## src/sv/saa_pkg.sv

```systemverilog
// Shared types and constants for the subnet address allocator.
// No dependencies; compiled first.
package saa_pkg;

    localparam int ADDR_W     = 32;
    localparam int PFX_W      = 5;
    localparam int APB_DATA_W = 32;
    localparam int PADDR_W    = 3;

    typedef enum logic [1:0] {
        OP_INIT  = 2'd0,
        OP_ALLOC = 2'd1,
        OP_FREE  = 2'd2
    } t_op;

    typedef enum logic [1:0] {
        ST_OK        = 2'd0,
        ST_NONE_FREE = 2'd1,
        ST_BAD_ADDR  = 2'd2
    } t_status;

    typedef enum logic {
        REG_NETWORK_ADDR = 1'b0,
        REG_PREFIX_LEN   = 1'b1
    } t_reg_idx;

    typedef enum logic [3:0] {
        S_IDLE,
        S_LATCH,
        S_SWEEP,
        S_RSV_RD,
        S_RSV_CHK,
        S_MARK,
        S_MARK_CHK,
        S_AL_CHK,
        S_CLIMB,
        S_SIB_CHK,
        S_DESC_CHK,
        S_FREE_CHK,
        S_CLEAR,
        S_DONE
    } t_state;

endpackage

```

## src/sv/saa_if.sv

```systemverilog
// Valid/ready channel interfaces for request and response beats.
// Depends on saa_pkg.
interface saa_in_if import saa_pkg::*; ();
    logic              valid;
    logic              ready;
    logic [1:0]        op;
    logic              use_given;
    logic [ADDR_W-1:0] address;

    modport source (output valid, output op, output use_given, output address, input ready);
    modport sink   (input valid, input op, input use_given, input address, output ready);
endinterface

interface saa_out_if import saa_pkg::*; #(parameter int FREE_W = 9) ();
    logic              valid;
    logic              ready;
    logic [1:0]        status;
    logic [ADDR_W-1:0] assigned_addr;
    logic [FREE_W-1:0] free_left;

    modport source (output valid, output status, output assigned_addr, output free_left,
                    input ready);
    modport sink   (input valid, input status, input assigned_addr, input free_left,
                    output ready);
endinterface

```

## src/sv/saa_apb_regs.sv

```systemverilog
// APB register file: network address and prefix length.
// Depends on saa_pkg.
module saa_apb_regs import saa_pkg::*; (
    input  logic                  i_clk,
    input  logic                  i_rst_n,
    input  logic                  psel,
    input  logic                  penable,
    input  logic                  pwrite,
    input  logic [PADDR_W-1:0]    paddr,
    input  logic [APB_DATA_W-1:0] pwdata,
    output logic [APB_DATA_W-1:0] prdata,
    output logic                  pready,
    output logic [ADDR_W-1:0]     o_network_addr,
    output logic [PFX_W-1:0]      o_prefix_len
);

    logic [ADDR_W-1:0] r_network_addr;
    logic [PFX_W-1:0]  r_prefix_len;
    logic              wr_en;
    t_reg_idx          reg_idx;

    assign pready  = 1'b1;
    assign wr_en   = psel && penable && pwrite;
    assign reg_idx = t_reg_idx'(paddr[PADDR_W-1:2]);

    always_ff @(posedge i_clk) begin
        if (!i_rst_n) begin
            r_network_addr <= '0;
            r_prefix_len   <= PFX_W'(24);
        end else if (wr_en) begin
            unique case (reg_idx)
                REG_NETWORK_ADDR: r_network_addr <= pwdata[ADDR_W-1:0];
                REG_PREFIX_LEN:   r_prefix_len   <= pwdata[PFX_W-1:0];
                default:          r_prefix_len   <= r_prefix_len;
            endcase
        end
    end

    always_comb begin
        unique case (reg_idx)
            REG_NETWORK_ADDR: prdata = APB_DATA_W'(r_network_addr);
            REG_PREFIX_LEN:   prdata = APB_DATA_W'(r_prefix_len);
            default:          prdata = '0;
        endcase
    end

    assign o_network_addr = r_network_addr;
    assign o_prefix_len   = r_prefix_len;

endmodule

```

## src/sv/saa_engine.sv

```systemverilog
// Sequencer plus full-mark tree memory: init sweep, reserve, allocate search, release.
// Depends on saa_pkg.
module saa_engine import saa_pkg::*; #(
    parameter int MAX_HOST_BITS = 8
) (
    input  logic                     i_clk,
    input  logic                     i_rst_n,
    input  logic [ADDR_W-1:0]        i_network_addr,
    input  logic [PFX_W-1:0]         i_prefix_len,
    input  logic                     i_in_valid,
    output logic                     o_in_ready,
    input  logic [1:0]               i_op,
    input  logic                     i_use_given,
    input  logic [ADDR_W-1:0]        i_address,
    output logic                     o_out_valid,
    input  logic                     i_out_ready,
    output logic [1:0]               o_status,
    output logic [ADDR_W-1:0]        o_assigned_addr,
    output logic [MAX_HOST_BITS:0]   o_free_left
);

    localparam int HW    = MAX_HOST_BITS;
    localparam int NW    = MAX_HOST_BITS + 1;
    localparam int CW    = MAX_HOST_BITS + 1;
    localparam int BW    = $clog2(MAX_HOST_BITS + 1);
    localparam int DEPTH = 2 ** NW;

    // tree memory, node 1 is the root, leaves start at 1 << hb
    logic          r_mem [DEPTH];
    logic          r_rdata;
    logic [NW-1:0] mem_raddr;
    logic          mem_we;
    logic [NW-1:0] mem_waddr;
    logic          mem_wdata;

    t_state            r_state, n_state;
    logic [NW-1:0]     r_node, n_node;
    logic [BW-1:0]     r_hb, n_hb;
    logic [ADDR_W-1:0] r_net, n_net;
    logic [CW-1:0]     r_free, n_free;
    logic [1:0]        r_rsv, n_rsv;
    logic              r_init, n_init;
    logic              r_emit, n_emit;
    t_status           r_status, n_status;
    logic [ADDR_W-1:0] r_assigned, n_assigned;
    logic              r_out_valid, n_out_valid;
    t_status           r_out_status, n_out_status;
    logic [ADDR_W-1:0] r_out_addr, n_out_addr;
    logic [CW-1:0]     r_out_free, n_out_free;

    logic [PFX_W:0]    hb_raw;
    logic [BW-1:0]     hb_new;
    logic [ADDR_W-1:0] mask_new;
    logic [ADDR_W-1:0] mask32;
    logic [HW-1:0]     mask_h;
    logic [NW-1:0]     leaf_base;
    logic [NW-1:0]     sweep_last;
    logic              in_subnet;
    logic [HW-1:0]     req_host;
    logic [HW-1:0]     start_host;
    logic [HW-1:0]     rsv_host;
    logic [NW-1:0]     sib;
    logic [NW-1:0]     child;
    logic [NW-1:0]     found_node;
    logic              rsv_last;
    logic              accept;
    logic              out_free;
    t_state            mark_end;
    t_state            init_end;

    // pool geometry from the registers
    assign hb_raw   = (PFX_W+1)'(ADDR_W) - {1'b0, i_prefix_len};
    assign hb_new   = (hb_raw > (PFX_W+1)'(MAX_HOST_BITS)) ? BW'(MAX_HOST_BITS) : BW'(hb_raw);
    assign mask_new = ~({ADDR_W{1'b1}} << hb_new);

    assign mask32     = ~({ADDR_W{1'b1}} << r_hb);
    assign mask_h     = mask32[HW-1:0];
    assign leaf_base  = NW'(1) << r_hb;
    assign sweep_last = NW'(leaf_base << 1) - NW'(1);
    assign in_subnet  = ((i_address ^ r_net) & ~mask32) == '0;
    assign req_host   = i_address[HW-1:0] & mask_h;
    assign start_host = i_use_given ? req_host : '0;

    always_comb begin
        case (r_rsv)
            2'd0:    rsv_host = '0;
            2'd1:    rsv_host = mask_h;
            default: rsv_host = mask_h - HW'(1);
        endcase
    end

    assign sib      = r_node | NW'(1);
    assign child    = {r_node[NW-2:0], r_rdata};
    assign rsv_last = (r_rsv == 2'd2);
    assign accept   = i_in_valid && (r_state == S_IDLE);
    assign out_free = !r_out_valid || i_out_ready;
    assign init_end = r_emit ? S_DONE : S_IDLE;
    assign mark_end = r_init ? (rsv_last ? init_end : S_RSV_RD) : S_DONE;

    // leaf picked by the search, whichever state finds it
    always_comb begin
        unique case (r_state)
            S_SIB_CHK:  found_node = sib;
            S_DESC_CHK: found_node = child;
            default:    found_node = r_node;
        endcase
    end

    always_ff @(posedge i_clk) begin
        if (mem_we) begin
            r_mem[mem_waddr] <= mem_wdata;
        end
        r_rdata <= r_mem[mem_raddr];
    end

    // next state
    always_comb begin
        n_state = r_state;
        unique case (r_state)
            S_IDLE: begin
                if (accept) begin
                    case (i_op)
                        OP_INIT:  n_state = S_LATCH;
                        OP_ALLOC: n_state = (!in_subnet || r_free == '0) ? S_DONE : S_AL_CHK;
                        OP_FREE:  n_state = in_subnet ? S_FREE_CHK : S_DONE;
                        default:  n_state = S_DONE;
                    endcase
                end
            end
            S_LATCH:    n_state = S_SWEEP;
            S_SWEEP:    n_state = (r_node == sweep_last) ? S_RSV_RD : S_SWEEP;
            S_RSV_RD:   n_state = S_RSV_CHK;
            S_RSV_CHK:  n_state = !r_rdata ? S_MARK : (rsv_last ? init_end : S_RSV_RD);
            S_MARK:     n_state = (r_node == NW'(1)) ? mark_end : S_MARK_CHK;
            S_MARK_CHK: n_state = r_rdata ? S_MARK : mark_end;
            S_AL_CHK:   n_state = !r_rdata ? S_MARK : S_CLIMB;
            S_CLIMB: begin
                if (r_node == NW'(1)) begin
                    n_state = S_DONE;
                end else if (r_node[0]) begin
                    n_state = S_CLIMB;
                end else begin
                    n_state = S_SIB_CHK;
                end
            end
            S_SIB_CHK: begin
                if (!r_rdata) begin
                    n_state = |(sib & leaf_base) ? S_MARK : S_DESC_CHK;
                end else begin
                    n_state = S_CLIMB;
                end
            end
            S_DESC_CHK: n_state = |(child & leaf_base) ? S_MARK : S_DESC_CHK;
            S_FREE_CHK: n_state = r_rdata ? S_CLEAR : S_DONE;
            S_CLEAR:    n_state = (r_node == NW'(1)) ? S_DONE : S_CLEAR;
            S_DONE:     n_state = out_free ? S_IDLE : S_DONE;
            default:    n_state = S_IDLE;
        endcase
    end

    // datapath and memory controls
    always_comb begin
        n_node       = r_node;
        n_hb         = r_hb;
        n_net        = r_net;
        n_free       = r_free;
        n_rsv        = r_rsv;
        n_init       = r_init;
        n_emit       = r_emit;
        n_status     = r_status;
        n_assigned   = r_assigned;
        n_out_valid  = r_out_valid && !i_out_ready;
        n_out_status = r_out_status;
        n_out_addr   = r_out_addr;
        n_out_free   = r_out_free;
        mem_raddr    = '0;
        mem_we       = 1'b0;
        mem_waddr    = r_node;
        mem_wdata    = 1'b0;

        unique case (r_state)
            S_IDLE: begin
                if (accept) begin
                    n_emit     = (i_op == OP_INIT);
                    n_status   = ST_BAD_ADDR;
                    n_assigned = '0;
                    case (i_op)
                        OP_INIT: n_status = ST_OK;
                        OP_ALLOC: begin
                            if (in_subnet) begin
                                n_status  = ST_NONE_FREE;
                                n_node    = leaf_base | {1'b0, start_host};
                                mem_raddr = leaf_base | {1'b0, start_host};
                            end
                        end
                        OP_FREE: begin
                            n_node    = leaf_base | {1'b0, req_host};
                            mem_raddr = leaf_base | {1'b0, req_host};
                        end
                        default: n_status = ST_BAD_ADDR;
                    endcase
                end
            end
            S_LATCH: begin
                n_hb   = hb_new;
                n_net  = i_network_addr & ~mask_new;
                n_free = CW'(1) << hb_new;
                n_node = '0;
                n_rsv  = '0;
                n_init = 1'b1;
            end
            S_SWEEP: begin
                mem_we = 1'b1;
                n_node = r_node + NW'(1);
            end
            S_RSV_RD: begin
                n_node    = leaf_base | {1'b0, rsv_host};
                mem_raddr = leaf_base | {1'b0, rsv_host};
            end
            S_RSV_CHK: begin
                if (!r_rdata) begin
                    n_free = r_free - CW'(1);
                end else begin
                    n_rsv  = r_rsv + 2'd1;
                    n_init = !rsv_last;
                end
            end
            S_MARK: begin
                mem_we    = 1'b1;
                mem_wdata = 1'b1;
                mem_raddr = r_node ^ NW'(1);
                if (r_node == NW'(1) && r_init) begin
                    n_rsv  = r_rsv + 2'd1;
                    n_init = !rsv_last;
                end
            end
            S_MARK_CHK: begin
                // parent is full only when the sibling is full as well
                if (r_rdata) begin
                    n_node = {1'b0, r_node[NW-1:1]};
                end else if (r_init) begin
                    n_rsv  = r_rsv + 2'd1;
                    n_init = !rsv_last;
                end
            end
            S_AL_CHK, S_SIB_CHK, S_DESC_CHK: begin
                if ((r_state == S_AL_CHK && !r_rdata)
                    || (r_state == S_SIB_CHK && !r_rdata && |(sib & leaf_base))
                    || (r_state == S_DESC_CHK && |(child & leaf_base))) begin
                    n_node     = found_node;
                    n_free     = r_free - CW'(1);
                    n_status   = ST_OK;
                    n_assigned = r_net | ADDR_W'(found_node[HW-1:0] & mask_h);
                end else if (r_state == S_SIB_CHK && !r_rdata) begin
                    n_node    = sib;
                    mem_raddr = {sib[NW-2:0], 1'b0};
                end else if (r_state == S_SIB_CHK) begin
                    n_node = {1'b0, r_node[NW-1:1]};
                end else if (r_state == S_DESC_CHK) begin
                    n_node    = child;
                    mem_raddr = {child[NW-2:0], 1'b0};
                end
            end
            S_CLIMB: begin
                // a right child has nothing above it under its parent
                if (r_node != NW'(1)) begin
                    if (r_node[0]) begin
                        n_node = {1'b0, r_node[NW-1:1]};
                    end else begin
                        mem_raddr = sib;
                    end
                end
            end
            S_FREE_CHK: begin
                if (r_rdata) begin
                    n_free   = r_free + CW'(1);
                    n_status = ST_OK;
                end
            end
            S_CLEAR: begin
                mem_we = 1'b1;
                n_node = {1'b0, r_node[NW-1:1]};
            end
            S_DONE: begin
                if (out_free) begin
                    n_out_valid  = 1'b1;
                    n_out_status = r_status;
                    n_out_addr   = r_assigned;
                    n_out_free   = r_free;
                end
            end
            default: n_node = r_node;
        endcase
    end

    always_ff @(posedge i_clk) begin
        if (!i_rst_n) begin
            r_state     <= S_LATCH;
            r_hb        <= BW'(MAX_HOST_BITS);
            r_free      <= '0;
            r_rsv       <= '0;
            r_init      <= 1'b0;
            r_emit      <= 1'b0;
            r_out_valid <= 1'b0;
        end else begin
            r_state     <= n_state;
            r_hb        <= n_hb;
            r_free      <= n_free;
            r_rsv       <= n_rsv;
            r_init      <= n_init;
            r_emit      <= n_emit;
            r_out_valid <= n_out_valid;
        end
    end

    always_ff @(posedge i_clk) begin
        r_node       <= n_node;
        r_net        <= n_net;
        r_status     <= n_status;
        r_assigned   <= n_assigned;
        r_out_status <= n_out_status;
        r_out_addr   <= n_out_addr;
        r_out_free   <= n_out_free;
    end

    assign o_in_ready      = (r_state == S_IDLE);
    assign o_out_valid     = r_out_valid;
    assign o_status        = r_out_status;
    assign o_assigned_addr = r_out_addr;
    assign o_free_left     = r_out_free;

    a_free_bound: assert property (@(posedge i_clk) disable iff (!i_rst_n)
        r_free <= (CW'(1) << r_hb))
        else $error("free count above pool size");

    a_sweep_clears: assert property (@(posedge i_clk) disable iff (!i_rst_n)
        (r_state == S_SWEEP) |-> (mem_we && !mem_wdata))
        else $error("sweep must write zeros");

    a_busy_after_accept: assert property (@(posedge i_clk) disable iff (!i_rst_n)
        accept |=> !o_in_ready)
        else $error("ready right after accepting a beat");

    a_descend_inner: assert property (@(posedge i_clk) disable iff (!i_rst_n)
        (r_state == S_DESC_CHK) |-> ((r_node & leaf_base) == '0))
        else $error("descent went past the leaf level");

    a_clear_nonzero: assert property (@(posedge i_clk) disable iff (!i_rst_n)
        (r_state == S_CLEAR || r_state == S_MARK) |-> (r_node != '0))
        else $error("tree walk reached node zero");

endmodule

```

## src/sv/subnet_address_allocator_top.sv

```systemverilog
// Subnet address allocator: one tree-memory sequencer (one read, one write per cycle), one
// beat in flight: a new beat is taken only after the previous reply is loaded for output, which an
// output stall can hold off. Allocate climbs with sibling reads, descends one level at a time,
// then marks upward; free checks the leaf and, if in use, clears upward to the root; init runs
// a clear sweep of the tree and then reserves the three reserved leaves.
// Reset reloads the default registers and runs the same init internally, ready low till done.
module subnet_address_allocator_top import saa_pkg::*; #(
    parameter int MAX_HOST_BITS = 8
) (
    input  logic                  i_clk,
    input  logic                  i_rst_n,
    input  logic                  psel,
    input  logic                  penable,
    input  logic                  pwrite,
    input  logic [PADDR_W-1:0]    paddr,
    input  logic [APB_DATA_W-1:0] pwdata,
    output logic [APB_DATA_W-1:0] prdata,
    output logic                  pready,
    saa_in_if.sink                i_in,
    saa_out_if.source             o_out
);

    logic [ADDR_W-1:0]      network_addr;
    logic [PFX_W-1:0]       prefix_len;
    logic [MAX_HOST_BITS:0] free_left;

    saa_apb_regs u_regs (
        .i_clk          (i_clk),
        .i_rst_n        (i_rst_n),
        .psel           (psel),
        .penable        (penable),
        .pwrite         (pwrite),
        .paddr          (paddr),
        .pwdata         (pwdata),
        .prdata         (prdata),
        .pready         (pready),
        .o_network_addr (network_addr),
        .o_prefix_len   (prefix_len)
    );

    saa_engine #(
        .MAX_HOST_BITS (MAX_HOST_BITS)
    ) u_engine (
        .i_clk           (i_clk),
        .i_rst_n         (i_rst_n),
        .i_network_addr  (network_addr),
        .i_prefix_len    (prefix_len),
        .i_in_valid      (i_in.valid),
        .o_in_ready      (i_in.ready),
        .i_op            (i_in.op),
        .i_use_given     (i_in.use_given),
        .i_address       (i_in.address),
        .o_out_valid     (o_out.valid),
        .i_out_ready     (o_out.ready),
        .o_status        (o_out.status),
        .o_assigned_addr (o_out.assigned_addr),
        .o_free_left     (free_left)
    );

    assign o_out.free_left = free_left;

endmodule

```

## src/flat_wrapper.sv

```systemverilog
// flat-port wrapper written by rule: the top's interface ports become plain ports
module subnet_address_allocator_top_flat import saa_pkg::*;
#(
    parameter int MAX_HOST_BITS = 8
)
  (i_clk, i_rst_n, psel, penable, pwrite, paddr, pwdata, prdata, pready, i_in_valid, i_in_op, i_in_use_given, i_in_address, i_in_ready, o_out_valid, o_out_status, o_out_assigned_addr, o_out_free_left, o_out_ready);
  saa_in_if i_in_i ();
  saa_out_if #(.FREE_W((MAX_HOST_BITS + 1))) o_out_i ();
  input  logic i_clk;
  input  logic i_rst_n;
  input  logic psel;
  input  logic penable;
  input  logic pwrite;
  input  logic [PADDR_W-1:0] paddr;
  input  logic [APB_DATA_W-1:0] pwdata;
  output logic [APB_DATA_W-1:0] prdata;
  output logic pready;
  input wire logic [$bits(i_in_i.valid)-1:0] i_in_valid;
  input wire logic [$bits(i_in_i.op)-1:0] i_in_op;
  input wire logic [$bits(i_in_i.use_given)-1:0] i_in_use_given;
  input wire logic [$bits(i_in_i.address)-1:0] i_in_address;
  output wire logic [$bits(i_in_i.ready)-1:0] i_in_ready;
  output wire logic [$bits(o_out_i.valid)-1:0] o_out_valid;
  output wire logic [$bits(o_out_i.status)-1:0] o_out_status;
  output wire logic [$bits(o_out_i.assigned_addr)-1:0] o_out_assigned_addr;
  output wire logic [$bits(o_out_i.free_left)-1:0] o_out_free_left;
  input wire logic [$bits(o_out_i.ready)-1:0] o_out_ready;
  assign i_in_i.valid = i_in_valid;
  assign i_in_i.op = i_in_op;
  assign i_in_i.use_given = i_in_use_given;
  assign i_in_i.address = i_in_address;
  assign i_in_ready = i_in_i.ready;
  assign o_out_valid = o_out_i.valid;
  assign o_out_status = o_out_i.status;
  assign o_out_assigned_addr = o_out_i.assigned_addr;
  assign o_out_free_left = o_out_i.free_left;
  assign o_out_i.ready = o_out_ready;
  subnet_address_allocator_top #(.MAX_HOST_BITS(MAX_HOST_BITS)) u_core (.i_clk(i_clk), .i_rst_n(i_rst_n), .psel(psel), .penable(penable), .pwrite(pwrite), .paddr(paddr), .pwdata(pwdata), .prdata(prdata), .pready(pready), .i_in(i_in_i), .o_out(o_out_i));
endmodule
```

## config.mk

```make
export PLATFORM = sky130hd
export DESIGN_NAME = subnet_address_allocator_top_flat
export DESIGN_NICKNAME = d
export VERILOG_FILES = /design/src/sv/saa_pkg.sv /design/src/sv/saa_if.sv /design/src/sv/saa_apb_regs.sv /design/src/sv/saa_engine.sv /design/src/sv/subnet_address_allocator_top.sv /design/src/flat_wrapper.sv
export SDC_FILE = /design/constraint.sdc
export NUM_CORES = 1
export LEC_CHECK = 0
export ABC_CLOCK_PERIOD_IN_PS = 17100
export CAP_MARGIN = 5
export CORE_MARGIN = 2
export CORE_UTILIZATION = 59
export DETAILED_ROUTE_END_ITERATION = 12
export DONT_BUFFER_PORTS = 1
export PLACE_DENSITY = 0.74
export SETUP_SLACK_MARGIN = 0.4
export SYNTH_ARGS = -nofsm -noshare
export SYNTH_HDL_FRONTEND = slang
export SYNTH_SLANG_ARGS = --single-unit
```

## constraint.sdc

```tcl
create_clock -name i_clk -period 17.1 [get_ports i_clk]
set_input_delay 0.855 -clock i_clk [delete_from_list [all_inputs] [get_ports i_clk]]
set_output_delay 0.855 -clock i_clk [all_outputs]
set_load 0.02 [all_outputs]
```

== Yosys cells after proc, flatten, opt, wreduce, memory -nomap -nowiden ==
Memory sizes are Yosys's and may differ from the RTL's. A register that Yosys moved wholly into a read port is not among the register bits.
Cells that the tools add are included.

* Register bits: 177
* Bits in latches: 0
* Memory bits (writable): 512
* ROM bits: 0
* Input port bits: 77
* Memories: 1

* Add/sub/neg operators: 7
* $mul: 0
* Div/mod/pow operators: 0
* Magnitude comparators: 1
* Equal/unequal tests: 39
* Shift operators: 4
* Multiplexer cells: 76
* Bitwise gates (word level): 17
* Reduce and logical (&&, ||, !) cells: 44

{| class="wikitable"
|+ Memories
! name !! depth !! bits a word !! rd ports !! clocked after memory_dff !! wr ports !! RTL line !! text
|-
| u_core.u_engine.r_mem || 512 || 1 || 1 || 1 || 1 || saa_engine.sv:29 || <nowiki>logic r_mem [DEPTH];</nowiki>
|}

{| class="wikitable"
|+ Operators with widths
! kind !! number
|-
| $mux 9 || 20
|-
| $not 32->32 || 4
|-
| $pmux 32 s2 || 2
|-
| $pmux 9 s8 || 1
|-
| $and 32x32->32 || 2
|-
| $mux 32 || 2
|-
| $shl 32x4->32 const A || 2
|-
| $mux 4 || 14
|-
| $pmux 4 s14 || 1
|-
| $pmux 9 s2 || 3
|-
| $pmux 9 s5 || 1
|-
| $pmux 9 s4 || 1
|-
| $logic_not 32->1 || 1
|-
| $or 32x8->32 || 1
|-
| $xor 32x32->32 || 1
|-
| $or 9x8->9 || 3
|-
| $eq 4x4->1 const B || 6
|-
| $ne 2x2->1 const B || 10
|-
| $add 9x1->9 const B || 2
|-
| $and 9x9->9 || 2
|-
| $reduce_or 9->1 || 2
|-
| $shl 1x4->9 const A || 2
|-
| $sub 9x1->9 const B || 2
|-
| $and 8x8->8 || 2
|-
| other kinds (46) || 101
|}

== Depth between registers and ports, before layout ==
Gate-level depths: netlist of run 1.

* Depth in word-level cells: 11
* Mapped depth: 21

== Cells and area by module ==
Synthesis of run 1 repeated with hierarchy kept, for this count alone.

* Cell total of the unflattened synthesis: 3,153
* Area total of the unflattened synthesis: 33,314.5 µm²

{| class="wikitable"
|+ Modules (own cells, without submodules)
! module !! instances !! cells each !! area an instance (µm²)
|-
| saa_engine || 1 || 2,955 || 31,539.0
|-
| saa_apb_regs || 1 || 198 || 1,775.5
|}

== Least setup slack after synthesis of run 1 ==
OpenSTA, ideal clock, no wires.

* Path type: flip-flop to flip-flop
* Start point: register u_core.u_engine.r_state[1]
* End point: register u_core.u_engine.r_rdata (read register of u_core.u_engine.r_mem)
* Arrival time: 9.673 ns
* Required time: 16.962 ns
* Setup slack: 7.289 ns
* Cell stages (with the launch flop): 16
* Buffers on the path: 5
* Period minus slack after synthesis: 9.811 ns
* Cells stage by stage: dfxtp_1 > buf_2 > nand4bb_1 > inv_1 > a222oi_1 > o21a_1 > o21ai_1 > buf_2 > buf_2 > buf_2 > buf_1 > nand3_1 > a311oi_1 > nor3_1 > o31ai_1 > o2111ai_1

* Cells in the longest elaborated chain, start to end: 7
* Elaborated cells between the ends (all ways): 21
* Those cells by class: 6 x eq/ne; 6 x mux; 9 x reduce/logical

{| class="wikitable"
|+ RTL lines
! what !! RTL line !! text
|-
| from (decl) || saa_engine.sv:36 || <nowiki>t_state r_state, n_state;</nowiki>
|-
| from (signal assigned) || saa_engine.sv:306 || <nowiki>r_state <= n_state;</nowiki>
|-
| parallel branches: the longest is 6 deep, another holds $mux 9 || -- ||
|-
| $pmux 9 s5 * || saa_engine.sv:181 || <nowiki>unique case (r_state)</nowiki>
|-
| to (decl) || saa_engine.sv:30 || <nowiki>logic r_rdata;</nowiki>
|}

Mark *: on every way between the ends.
A chain may end at the register's enable or synchronous reset.

== Worst setup path in the final report of run 1 ==
* Start point: register u_core.u_engine.r_state[2]
* End point: register u_core.u_engine.r_rdata (read register of u_core.u_engine.r_mem)

The elaborated chain is that of the path after synthesis.

==> metrics.txt, run 1 <==
status=completed; Leak=12.1 nW; final net count=3085; 1st-iter DRT viols=3312; Post-synth ARST share=0; number of global-route vias before repair=23897; max incr delay on CP=0.83 ns; first-pass GRT wire length=142000 um; WS Path Type=reg2reg; number of enable flip-flop cells after synthesis=630; met3 Use GR=0.0679; Final Hold Vio Count=0; post-synth top area share=0.566; skew final=0.0214 ns; ys flop type=edfxtp_1; die width=242 um; syn_area_per_cell=10.7 um2; FMAX=0.144 GHz; Post-DRT Antenna Nets=0; CP max-delay cell=buf_4; worst-margin pin slew=1.26 ns; setup TNS=0 ns; CTS sink count=690; Die H=242 um; fin crit share=0.407; htree depth=3; maximum capacitance violations=0; # diodes=0; worst hold path class=in2reg; hold buffers post-CTS=0; Post-synth top cells=630 x edfxtp_1, 606 x nor2_1, 414 x nand2_1, 167 x clkbuf_1, 127 x mux2i_1; GR peak layer=met2; GR met2 Demand/Resource=0.496; synthesized instance count=3115; setup violators final=0; RSZ-0062 raised after global routing=false; total CTS buffers=73; GR Util met1=0.438; top-count cell post-synth=edfxtp_1; Seq/Total Area, Yosys=0.602; Post-CTS Repair Setup Buffers=0; Tmin final=6.96 ns; CP Cell Sequence=nand4bb_1, inv_8, buf_4, a222oi_1, nand2_1, o21ai_4, buf_4, buf_4, mux2i_1, mux2i_1, o2bb2ai_1, or4_1, a211o_1, a221oi_1, o2111ai_1; Critical Path AT=7.43 ns; count of pins over their slew limit=0; pin count of the biggest net entering global routing=139; area leader, netlist=edfxtp_1; # DRC=0; GRT Total Usage=0.316; final instance area=36000 um2; Overflow after GRT=0; register bit total from synthesis=690; input/output buffers=0; Slew headroom=0.159; layout cells sized above 1=0.0689; Yosys Warn Count=0; CP Data Required Time=17.57 ns; global placement routability congestion=0.937; Starting Density=0.595; crit start category=flip-flop; initial antenna violation count=0; Synth Cell Area=33400 um2; vias per inst=6.53; Clock Latency Late Sink=0.62 ns; dpl hpwl=54700 um; # rows=87; worst-path fanout max=138; cts repair resizes=0; wire per inst=24.9 um; placed instance area=33700 um2; CTS root buf=clkbuf_16; Core Box Area=56200 um2; CTS tree=done; P per Cell Area=152 nW/um2; P&R area growth vs syn=7.70%; drt pass-1 iters=9; top-level I/O count=155; drt total wl=94400 um; Longest Clk Path Bufs=3; cell mode on critical path=buf_4; library cells used by synthesis=88; CTS clk-pin slew, worst paths=0.06 ns; CP Capture Type=flip-flop; DIE AREA=58500 um2; Peak VDD IR=0.0000973 V; vias=24762; ranking of synthesized cells by area=edfxtp_1 57%, nor2_1 6.8%, nand2_1 4.7%, mux2i_1 3.8%, dfxtp_1 3.6%; syn_nets=3215
## metal layers
metal | part of all wire | wire [um] | vias to the layer above
li1 | - | - | 10978
met1 | 0.40 | 37400 | 12129
met2 | 0.46 | 43600 | 1384
met3 | 0.10 | 9910 | 271
met4 | 0.037 | 3540 | 0
met5 | 0 | 0 | -
## critical path: cells and delay by family, from the launching register on
family / cells / cell delay, ns
AND/OR/NAND/NOR: 3 / 1.28
multiplexers: 2 / 0.40
AO/OA/AOI/OAI: 6 / 2.00
flip-flops: 1 / 0.51
buffers and inverters: 4 / 2.42
## layout make-up
| cell class | count | area (um2) |
|---|---|---|
| clock buffers | 93 | 1980 |
| inverters | 29 | 116 |
| well taps | 756 | 946 |
| repair buffers | 50 | 375 |
| clock inverters | 31 | 334 |
| multi-input cells | 2141 | 12100 |
| flip-flops and latches | 690 | 20100 |
| fillers | 4427 | 20200 |
## cell usage in the layout (no fill, tap or decap), drive strengths merged, types with 15 or more instances in the layout
| cell | instances |
|---|---|
| inv | 32 |
| nand2b | 15 |
| nor3 | 29 |
| xor2 | 36 |
| nand2 | 415 |
| and3 | 34 |
| edfxtp | 630 |
| nor2b | 44 |
| clkbuf | 93 |
| a31oi | 40 |
| a311oi | 28 |
| ha | 22 |
| nand3 | 123 |
| mux2 | 17 |
| a22oi | 21 |
| a211oi | 53 |
| nor2 | 610 |
| o211ai | 19 |
| a221oi | 19 |
| mux2i | 127 |
| and2 | 40 |
| clkinv | 21 |
| o21ai | 66 |
| dfxtp | 60 |
| a21oi | 88 |
| buf | 50 |
| nor4 | 19 |
| xnor2 | 20 |
| a21boi | 69 |
## logic make-up after synthesis
kind of cell / share of synthesized area
multiplexers: 0.0438
buffers and inverters: 0.0375
AO/OA/AOI/OAI: 0.113
other: 0.000112
adder cells (fa/ha/maj): 0.00884
flip-flops: 0.602
XOR/XNOR: 0.0147
AND/OR/NAND/NOR: 0.180
## worst paths after layout
| path | end | cells after the start | startpoint | slack, ns |
|---|---|---|---|---|
| setup / recovery | u_core.u_engine.r_rdata | 15 | u_core.u_engine.r_state[2] | 10.14 |
| setup reg to reg | u_core.u_engine.r_rdata | 15 | u_core.u_engine.r_state[2] | 10.14 |
| hold / removal | u_core.u_regs.o_prefix_len[3] | 1 | i_rst_n | 0.33 |
| hold reg to reg | u_core.u_engine.o_assigned_addr[22] | 0 | u_core.u_engine.r_assigned[22] | 0.42 |
## sequential cells by signal, summed over array words and instances (netlist names), 5 cells and up
name                             flops
u_core.u_regs.o_network_addr        32
u_core.u_engine.r_mem              512
u_core.u_engine.r_assigned          32
u_core.u_regs.o_prefix_len           5
u_core.u_engine.o_assigned_addr     32
u_core.u_engine.o_free_left          9
u_core.u_engine.mem_waddr            9
u_core.u_engine.r_free               9
u_core.u_engine.r_net               32
## through the flow
stage	worst slack, ns	total power, mW	cells	utilization	hold slack [ns]
2_1_floorplan	7.29	3.38	3115	-	0.400
3_3_place_gp	10.48	3.84	3666	0.599	0.402
3_5_place_dp	10.36	3.88	3666	0.599	0.405
4_1_cts	10.32	5.42	3790	0.641	0.293
5_1_grt	9.73	5.65	3790	0.641	0.322
6_report	10.14	5.46	3790	0.641	0.330
## report_power, final
part	internal (mW)	switching [mW]
combinational	0.489	1.26
sequential	2.07	0.0877
clock	0.910	0.646
No activity file was read; power rests on OpenSTA's default activity.
==> run 2, diff against run 1 <==
- ABC_AREA: not set -> 1
- ABC_CLOCK_PERIOD_IN_PS: 17100 -> 5600
- CORE_UTILIZATION: 59 -> 58
- PLACE_DENSITY: 0.74 -> 0.75
- clock period: 17.1 -> 5.6 ns (I/O delays scaled with it)
==> metrics.txt, run 2 <==
final instance area=36800 um2; Yosys Warn Count=0; count of pins over their slew limit=0; mux share of post-synthesis cell area=0; P per Cell Area=477 nW/um2; total CTS buffers=71; ranking of synthesized cells by area=edfxtp_1 56%, nand3_1 10%, nand2_1 8.2%, nor2_1 7.1%, inv_1 3.8%; XOR/XNOR Fraction of Synth Area=0.00469; syn_nets=3809; register bit total from synthesis=690; initial antenna violation count=0; Net Sw Frac=0.395; CP Capture Type=flip-flop; Psw=6.94 mW; cell mode on critical path=nand3_1; WS Path Type=reg2reg; post-synth top area share=0.563; vias per inst=6.04; setup violators final=0; worst hold path class=in2reg; maximum capacitance violations=0; Pwr Total=17.5 mW; synthesized instance count=3709; RSZ-0062 raised after global routing=false; area leader, netlist=edfxtp_1; status=completed; worst-margin pin slew=1.26 ns; syn_area_per_cell=9.06 um2; Leak=14.1 nW; Longest Clk Path Bufs=3; Core Box Area=57500 um2; # diodes=0; max FFs per register=512; Post-CTS Repair Setup Buffers=0; CTS root buf=clkbuf_16; number of global-route vias before repair=25812; top-level I/O count=155; most common cell after layout, fill and taps aside=nand2_1; routed length on met1=36600 um; # DRC=0; CTS tree=done; largest family of logic cells by synthesized area=simple AND/OR/NAND/NOR gates; Post-synth top cells=735 x nand2_1, 684 x nand3_1, 634 x nor2_1, 630 x edfxtp_1, 341 x inv_1; highest metal used=met4; compound-cell area share of the yosys netlist=0.0466; number of enable flip-flop cells after synthesis=630; Hold Startpoint=i_in_use_given; drt pass-1 iters=6; Synth Area in Adders=0.00878; CTS clk-pin slew, worst paths=0.07 ns; met3 WL=11400 um; CP max-delay cell=dfxtp_1; FMAX=0.212 GHz; Reg power frac=0.377; crit start category=flip-flop; dpl hpwl=58500 um; worst-path fanout max=115; Synth Cell Area=33600 um2; library cells used by synthesis=52; htree depth=3; ys flop type=edfxtp_1; Clock Latency Late Sink=0.62 ns; Comb pwr share=0.362; Critical Path AT=5.28 ns; drt total wl=98100 um; CP Data Required Time=6.16 ns; Final Hold Vio Count=0; DIE AREA=59900 um2; # rows=88; top-count cell post-synth=nand2_1; pin count of the biggest net entering global routing=137; fin crit share=0.843; 1st-iter DRT viols=3575; wire per inst=21.9 um; WL met2=45700 um; Pint=10.6 mW; final net count=3767; Seq/Total Area, Yosys=0.599; die width=245 um; first-pass GRT wire length=148000 um; global placement routability congestion=0.963; CTS sink count=690; Die H=245 um; setup TNS=0 ns; max incr delay on CP=0.62 ns; most frequent cells in the layout=733 x nand2_1, 682 x nand3_1, 631 x nor2_1; input/output buffers=0; Slew headroom=0.159; Post-DRT Antenna Nets=0; largest reg by FF count=u_core.u_engine.r_mem; vias=27106; Peak VDD IR=0.000373 V; RR Startpoint=u_core.u_engine.r_hb[3]; CP Cell Sequence=inv_2, nand2_1, nand2_1, nand2_1, nand4_1, nor2_1, nand3_4, nand2_1, nand2_4, nand2_8, buf_12, nand2_1, nand3_1, nand3_1, nand3_1, nand3_1, nand3_1, nand3_1, nand3_1, nand3_1, nand2_1; Tmin final=4.72 ns; P&R area growth vs syn=9.48%; layout cells sized above 1=0.0551; Post-Synth Simple-Gate Area=0.268; GRT Total Usage=0.325; Post-synth ARST share=0; placed instance area=34100 um2; Overflow after GRT=0; clock share of power=0.261; Starting Density=0.585; skew final=0.0256 ns; Critical path origin=u_core.u_engine.r_hb[3]
run 2: cell count changes after synthesis, sizes merged, moves of 44 or more:
cell    previous run  this run
nand3            123       687
mux2i            127         0
nand2            415       740
nor2b             44         0
a21boi            69         0
a211oi            53         8
inv               28       348
clkbuf           168       106
run 2: path summary, 6_finish.rpt:
| check | to | slack (ns) | depth (start not counted) |
|---|---|---|---|
| max | u_core.u_engine.r_rdata | 0.88 | 21 |
| min | u_core.u_engine.mem_waddr[3] | 0.03 | 2 |
| max reg2reg | u_core.u_engine.r_rdata | 0.88 | 21 |
| min reg2reg | u_core.u_engine.o_assigned_addr[11] | 0.41 | 0 |
run 2: per-stage QoR:
step | utilization | hold WS, ns | worst slack, ns | std cells
after floorplan | - | 0.400 | 1.21 | 3709
after global placement | 0.594 | 0.367 | 1.19 | 4314
after detailed placement | 0.594 | 0.372 | 1.08 | 4314
after CTS | 0.640 | 0.00551 | 1.07 | 4486
after global routing | 0.640 | 0.0727 | 0.646 | 4486
final | 0.640 | 0.0340 | 0.877 | 4486
run 2: final cells by class:
cell class	count	area [um2]
Clock buffer	110	2050
Fill cell	4686	20700
Clock inverter	17	150
Multi-Input combinational cell	2435	11100
Tap cell	765	957
Timing Repair Buffer	117	1090
Sequential cell	690	20100
Inverter	352	1320
run 2: worst max-delay path, delay by kind of cell (launching register included):
kind,cells,cell delay (ns)
AND/OR/NAND/NOR,19,3.23
flip-flops,1,0.62
buffers and inverters,2,0.61
run 2: metal layers:
layer | GRT usage | up-vias
li1 | - | 12334
met1 | 0.428 | 12791
met2 | 0.523 | 1667
met3 | 0.0598 | 314
met4 | 0.152 | 0
met5 | 0 | -
run 2: kinds of logic (layout without fill, tap and decap cells):
family | after synthesis | in the layout
flip-flops | 690 | 690
AND/OR/NAND/NOR | 2119 | 2119
adder cells (fa/ha/maj) | 23 | 23
XOR/XNOR | 18 | 18
AO/OA/AOI/OAI | 274 | 274
buffers and inverters | 584 | 596
other | 1 | 1
run 2: what timing repair did:
item	in CTS	in global routing
resized for setup	0	0
hold endpoints to repair	54	0
hold buffers	45	0
run 2: power groups by stage:
stage	logic, mW	clock network [mW]	registers [mW]
6_report	6.36	4.58	6.61
5_1_grt	6.83	4.80	6.64
4_1_cts	6.20	4.61	6.60
3_5_place_dp	6.13	0	6.70
3_3_place_gp	6.06	0	6.70
2_1_floorplan	4.22	0	6.59
